<file path="src/sv/upv_pkg.sv">
// ---------------------------------------------------------------------------
// Upwind velocity predictor package
// Widths, coefficient defaults, register indexes, shared types and the
// fixed-point rounding and clipping helpers.
// ---------------------------------------------------------------------------
package upv_pkg;

    localparam int FRAC_BITS = 16;
    localparam int DATA_W    = 32;
    localparam int COEF_W    = 20;
    localparam int IDX_W     = 3;

    // widest product (Courant factor times one-sided difference)
    localparam int PROD_W = 2 * DATA_W + 1;
    // rounded terms and their sum
    localparam int ACC_W  = PROD_W + 2 - FRAC_BITS;

    localparam int CRN_W  = DATA_W + COEF_W + 1;      // vel * adv coef
    localparam int DIF_W  = DATA_W + 1;               // two-point difference
    localparam int LAP_W  = DATA_W + 3;               // three-point laplacian
    localparam int GP_W   = DIF_W + COEF_W + 1;       // pressure diff * coef
    localparam int LP_W   = LAP_W + COEF_W + 1;       // laplacian * coef

    localparam logic [COEF_W-1:0] ADV_RST  = COEF_W'(16777);
    localparam logic [COEF_W-1:0] GRAD_RST = COEF_W'(8389);
    localparam logic [COEF_W-1:0] DIFF_RST = COEF_W'(4295);

    localparam logic signed [PROD_W-1:0] RND_HALF =
        {{(PROD_W - FRAC_BITS){1'b0}}, 1'b1, {(FRAC_BITS - 1){1'b0}}};
    localparam logic signed [ACC_W-1:0] ACC_S32_MAX =
        {{(ACC_W - DATA_W + 1){1'b0}}, {(DATA_W - 1){1'b1}}};
    localparam logic signed [ACC_W-1:0] ACC_S32_MIN =
        {{(ACC_W - DATA_W + 1){1'b1}}, {(DATA_W - 1){1'b0}}};

    typedef enum logic [IDX_W-1:0] {
        REG_ADV_X  = 3'd0,
        REG_ADV_Y  = 3'd1,
        REG_GRAD_X = 3'd2,
        REG_GRAD_Y = 3'd3,
        REG_DIFF_X = 3'd4,
        REG_DIFF_Y = 3'd5
    } upv_reg_idx_t;

    typedef struct packed {
        logic [COEF_W-1:0] adv_x;
        logic [COEF_W-1:0] adv_y;
        logic [COEF_W-1:0] grad_x;
        logic [COEF_W-1:0] grad_y;
        logic [COEF_W-1:0] diff_x;
        logic [COEF_W-1:0] diff_y;
    } upv_coef_t;

    // hand-over from the front half to the back half
    typedef struct packed {
        logic signed [DATA_W-1:0] q;
        logic signed [DATA_W-1:0] cx;
        logic signed [DATA_W-1:0] cy;
        logic signed [DIF_W-1:0]  dx;
        logic signed [DIF_W-1:0]  dy;
        logic signed [ACC_W-1:0]  grad;
        logic signed [ACC_W-1:0]  lap_x;
        logic signed [ACC_W-1:0]  lap_y;
        logic                     sat;
    } upv_mid_t;

    typedef struct packed {
        logic              clipped;
        logic [DATA_W-1:0] value;
    } upv_clip_t;

    // rescale by FRAC_BITS, round to nearest, ties toward plus infinity
    function automatic logic signed [ACC_W-1:0] upv_round(
        input logic signed [PROD_W-1:0] x
    );
        logic signed [PROD_W-1:0] t;
        t = x + RND_HALF;
        t = t >>> FRAC_BITS;
        return t[ACC_W-1:0];
    endfunction

    function automatic upv_clip_t upv_clip32(input logic signed [ACC_W-1:0] x);
        upv_clip_t r;
        if (x > ACC_S32_MAX) begin
            r.clipped = 1'b1;
            r.value   = ACC_S32_MAX[DATA_W-1:0];
        end else if (x < ACC_S32_MIN) begin
            r.clipped = 1'b1;
            r.value   = ACC_S32_MIN[DATA_W-1:0];
        end else begin
            r.clipped = 1'b0;
            r.value   = x[DATA_W-1:0];
        end
        return r;
    endfunction

endpackage

</file>
<file path="src/sv/upv_cfg_regs.sv">
// ---------------------------------------------------------------------------
// Upwind velocity predictor coefficient registers
// Six 20-bit coefficients written through a write channel that never stalls.
// ---------------------------------------------------------------------------
module upv_cfg_regs (
    input  logic                       aclk,
    input  logic                       aresetn,
    input  logic                       cfg_valid,
    output logic                       cfg_ready,
    input  logic [upv_pkg::IDX_W-1:0]  cfg_index,
    input  logic [upv_pkg::COEF_W-1:0] cfg_data,
    output upv_pkg::upv_coef_t         coef
);
    import upv_pkg::*;

    upv_coef_t coef_reg;
    upv_coef_t coef_next;

    assign cfg_ready = 1'b1;
    assign coef      = coef_reg;

    always_comb begin
        coef_next = coef_reg;
        if (cfg_valid) begin
            case (upv_reg_idx_t'(cfg_index))
                REG_ADV_X:  coef_next.adv_x  = cfg_data;
                REG_ADV_Y:  coef_next.adv_y  = cfg_data;
                REG_GRAD_X: coef_next.grad_x = cfg_data;
                REG_GRAD_Y: coef_next.grad_y = cfg_data;
                REG_DIFF_X: coef_next.diff_x = cfg_data;
                REG_DIFF_Y: coef_next.diff_y = cfg_data;
                default:    coef_next = coef_reg; // unknown index: dropped
            endcase
        end
    end

    always_ff @(posedge aclk) begin
        if (!aresetn) begin
            coef_reg.adv_x  <= ADV_RST;
            coef_reg.adv_y  <= ADV_RST;
            coef_reg.grad_x <= GRAD_RST;
            coef_reg.grad_y <= GRAD_RST;
            coef_reg.diff_x <= DIFF_RST;
            coef_reg.diff_y <= DIFF_RST;
        end else begin
            coef_reg <= coef_next;
        end
    end

endmodule

</file>
<file path="config.mk">
export PLATFORM = sky130hd
export DESIGN_NAME = upv_cfg_regs
export DESIGN_NICKNAME = d
export VERILOG_FILES = /design/src/sv/upv_pkg.sv /design/src/sv/upv_cfg_regs.sv
export SDC_FILE = /design/constraint.sdc
export NUM_CORES = 1
export LEC_CHECK = 0
export ABC_AREA = 0
export BUFFER_PORTS_ARGS = -buffer_cell sky130_fd_sc_hd__buf_4
export CAP_MARGIN = 30
export CORE_UTILIZATION = 35
export CTS_CLUSTER_DIAMETER = 120
export DETAILED_ROUTE_END_ITERATION = 8
export SLEW_MARGIN = 15
export SYNTH_ARGS = -nofsm -noshare
export SYNTH_HDL_FRONTEND = slang
export SYNTH_SLANG_ARGS = --single-unit
export TNS_END_PERCENT = 5
</file>
<file path="constraint.sdc">
create_clock -name aclk -period 3.1 [get_ports aclk]
set_input_delay 0.155 -clock aclk [delete_from_list [all_inputs] [get_ports aclk]]
set_output_delay 0.155 -clock aclk [all_outputs]
set_load 0.02 [all_outputs]
</file>
==> impl_metrics.env <==
export IMPL_outcome="completed"
export IMPL_crit_fanout=18
export IMPL_ys_seq_area_frac=0.5276
export IMPL_hold_slack_ns=0.02407
export IMPL_skew_ns=0
export IMPL_vdd_drop_max_mv=0.3519
export IMPL_cts_clk_slew_worst_paths_ns=0.05
export IMPL_tns_ns=0
export IMPL_cts_hold_buf=0
export IMPL_num_io_pins=147
export IMPL_yosys_warnings=0
export IMPL_largest_register_ffs=120
export IMPL_mostFrequentLayoutCells="buf_4, mux2i_1, dfxtp_1"
export IMPL_vias=3439
export IMPL_worstMarginPinSlew_ns=0.8859
export IMPL_drt_iter0_markers=158
export IMPL_ys_types=16
export IMPL_reg2reg_slack_ns=2.43
export IMPL_slew_viol_final=0
export IMPL_clockBufferDepth=2
export IMPL_finalHoldViolations=0
export IMPL_cts_root_buf="clkbuf_16"
export IMPL_grt_setup_unrepaired="no"
export IMPL_place_area_um2=5761
export IMPL_holdPathStages=3
export IMPL_firstDrtPassIters=5
export IMPL_drive_gt1_frac=0.3253
export IMPL_syn_avg_cell_area_um2=10.52
export IMPL_cp_required_ns=3.41
export IMPL_nNetsFinal=597
export IMPL_power_frac_clock=0.541
export IMPL_grt_use_total=0.1849
export IMPL_p_leak_nw=3.189
export IMPL_cp_cell_sequence="buf_4 -> nand4bb_2 -> mux2i_1"
export IMPL_avgRoutedWirePerCell_um=15.68
export IMPL_fp_dieW_um=116.1
export IMPL_cp_slowest_cell="nand4bb_2"
export IMPL_start_util=0.3593
export IMPL_routabilityCongestion=0.7488
export IMPL_seqCellArea_um2=2402
export IMPL_multiInputGateArea_um2=1989
export IMPL_die_area_um2=13470
export IMPL_cp_depth=3
export IMPL_die_h_um=116.1
export IMPL_grt_overflow_total=0
export IMPL_synth_cells=433
export IMPL_p_int_mw=3.213
export IMPL_power_density_nw_per_um2=634.6
export IMPL_synth_seq_cells=120
export IMPL_min_to="coef[53]"
export IMPL_end_kind="flop"
export IMPL_io_buffer_count=145
export IMPL_regToRegEndpoint="coef[20]"
export IMPL_synth_nets=459
export IMPL_hold_path_class="input pin to flop"
export IMPL_switchingPower_uw=869.2
export IMPL_coreArea_um2=12670
export IMPL_cp_data_arrival_time_ns=1.55
export IMPL_post_cts_resized=0
export IMPL_wirelength_mm=11.85
export IMPL_grt_pass1_vias=3444
export IMPL_hp_start="cfg_data[13]"
export IMPL_drc=0
export IMPL_antenna_left=0
export IMPL_timing_fmax_ghz=0.8097
export IMPL_fin_crit_ns=1.235
export IMPL_critPathMaxStageDelay_ns=0.83
export IMPL_max_cap_violations=0
export IMPL_path_buf_inv=1
export IMPL_p_sw_frac=0.2129
export IMPL_startpoint_type="input pin"
export IMPL_relSlewSlack=0.4091
export IMPL_reg2reg_from="coef[20]"
export IMPL_place_hpwl_mm=8.166
export IMPL_layout_cells_most_common="buf_4"
export IMPL_r2r_cells=2
export IMPL_finalSetupViolCount=0
export IMPL_power_frac_comb=0.067
export IMPL_area_delta_synth_final_pct=41.28
export IMPL_numCtsBuffers=17
export IMPL_grt_pass1_wl_mm=18.26
export IMPL_synth_area_um2=4553
export IMPL_htreeDepth=4
export IMPL_antenna_cells=0
export IMPL_grt_max_degree=68
export IMPL_seqPwrFrac=0.392
export IMPL_cts_tree="yes"
export IMPL_rows=41
export IMPL_fin_crit_sh=0.3984
export IMPL_fin_area_um2=6432
export IMPL_grt_antenna_before_repair=0
export IMPL_avgViaCountPerCell=4.549
export IMPL_num_fill_cells=1182
export IMPL_worstSetupPathType="input pin to flop"
export IMPL_cts_sinks=120
export IMPL_cts_setup_buffers=0
export IMPL_clkLatencyLatePin_ns=0.41
export IMPL_cpLargestDelayFamily="simple AND/OR/NAND/NOR gates"
## Yosys cell counts, drive strengths merged
| library cell | n | share of area |
|---|---|---|
| nand2 | 106 | 0.087 |
| conb | 1 | 0.00082 |
| nand4bb | 3 | 0.0074 |
| dfxtp | 120 | 0.53 |
| clkbuf | 17 | 0.014 |
| mux2i | 120 | 0.26 |
| nor4b | 1 | 0.0019 |
| or4b | 1 | 0.0030 |
| buf | 17 | 0.025 |
| nor4bb | 2 | 0.0044 |
| nand4b | 2 | 0.0038 |
| and4bb | 1 | 0.0027 |
| nor2b | 42 | 0.058 |
## area by class of cell
class	count	area share
clock buffer	18	0.06827
multi-input combinational	279	0.3093
clock inverter	14	0.03540
timing repair buffer	153	0.1801
tap	172	0.03346
sequential	120	0.3735
## worst max path at each step
| stage | from | end | slack, ns |
|---|---|---|---|
| final | cfg_index[0] | coef[20] | 1.86 |
| after global routing | cfg_index[0] | coef[37] | 1.78 |
| after CTS | cfg_index[0] | coef[20] | 1.85 |
| after detailed placement | cfg_index[0] | coef[38] | 1.42 |
| after global placement | cfg_index[0] | coef[31] | 1.51 |
| after floorplan | cfg_index[0] | coef[117] | 1.80 |
## logic make-up after synthesis
kind of cell	synth area share
multiplexers	0.2638
AND/OR/NAND/NOR	0.1685
other	0.0008236
buffers and inverters	0.03930
flip-flops	0.5276
## per-layer routing
metal / global-route usage / wire [um] / up-vias
met5: 0 / 0 / -
met3: 0.08525 / 984 / 17
li1: - / - / 1703
met4: 0.07350 / 172 / 0
met1: 0.2131 / 5163 / 1615
met2: 0.2976 / 5533 / 104
## worst reg2reg max path: cells and delay by family (launching register included)
family / cells / cell delay (ns)
AND/OR/NAND/NOR: 1 / 0.11
multiplexers: 1 / 0.09
flip-flops: 1 / 0.32
## power by group through the flow
| stage | Combinational (mW) | Clock [mW] | Sequential (mW) |
|---|---|---|---|
| 2_1_floorplan | 0.120 | 0 | 1.67 |
| 3_3_place_gp | 0.273 | 0 | 1.63 |
| 3_5_place_dp | 0.277 | 0 | 1.63 |
| 4_1_cts | 0.278 | 2.26 | 1.60 |
| 5_1_grt | 0.296 | 2.33 | 1.60 |
| 6_report | 0.274 | 2.21 | 1.60 |
## metrics by stage
step / setup WS (ns) / utilization / instances / power (mW)
after global placement: 1.512 / 0.4546 / 723 / 1.903
after global routing: 1.779 / 0.5077 / 756 / 4.226
after CTS: 1.851 / 0.5073 / 755 / 4.131
after floorplan: 1.796 / - / 433 / 1.789
after detailed placement: 1.422 / 0.4546 / 723 / 1.908
final: 1.865 / 0.5077 / 756 / 4.082
(Power assumes the default switching activity.)
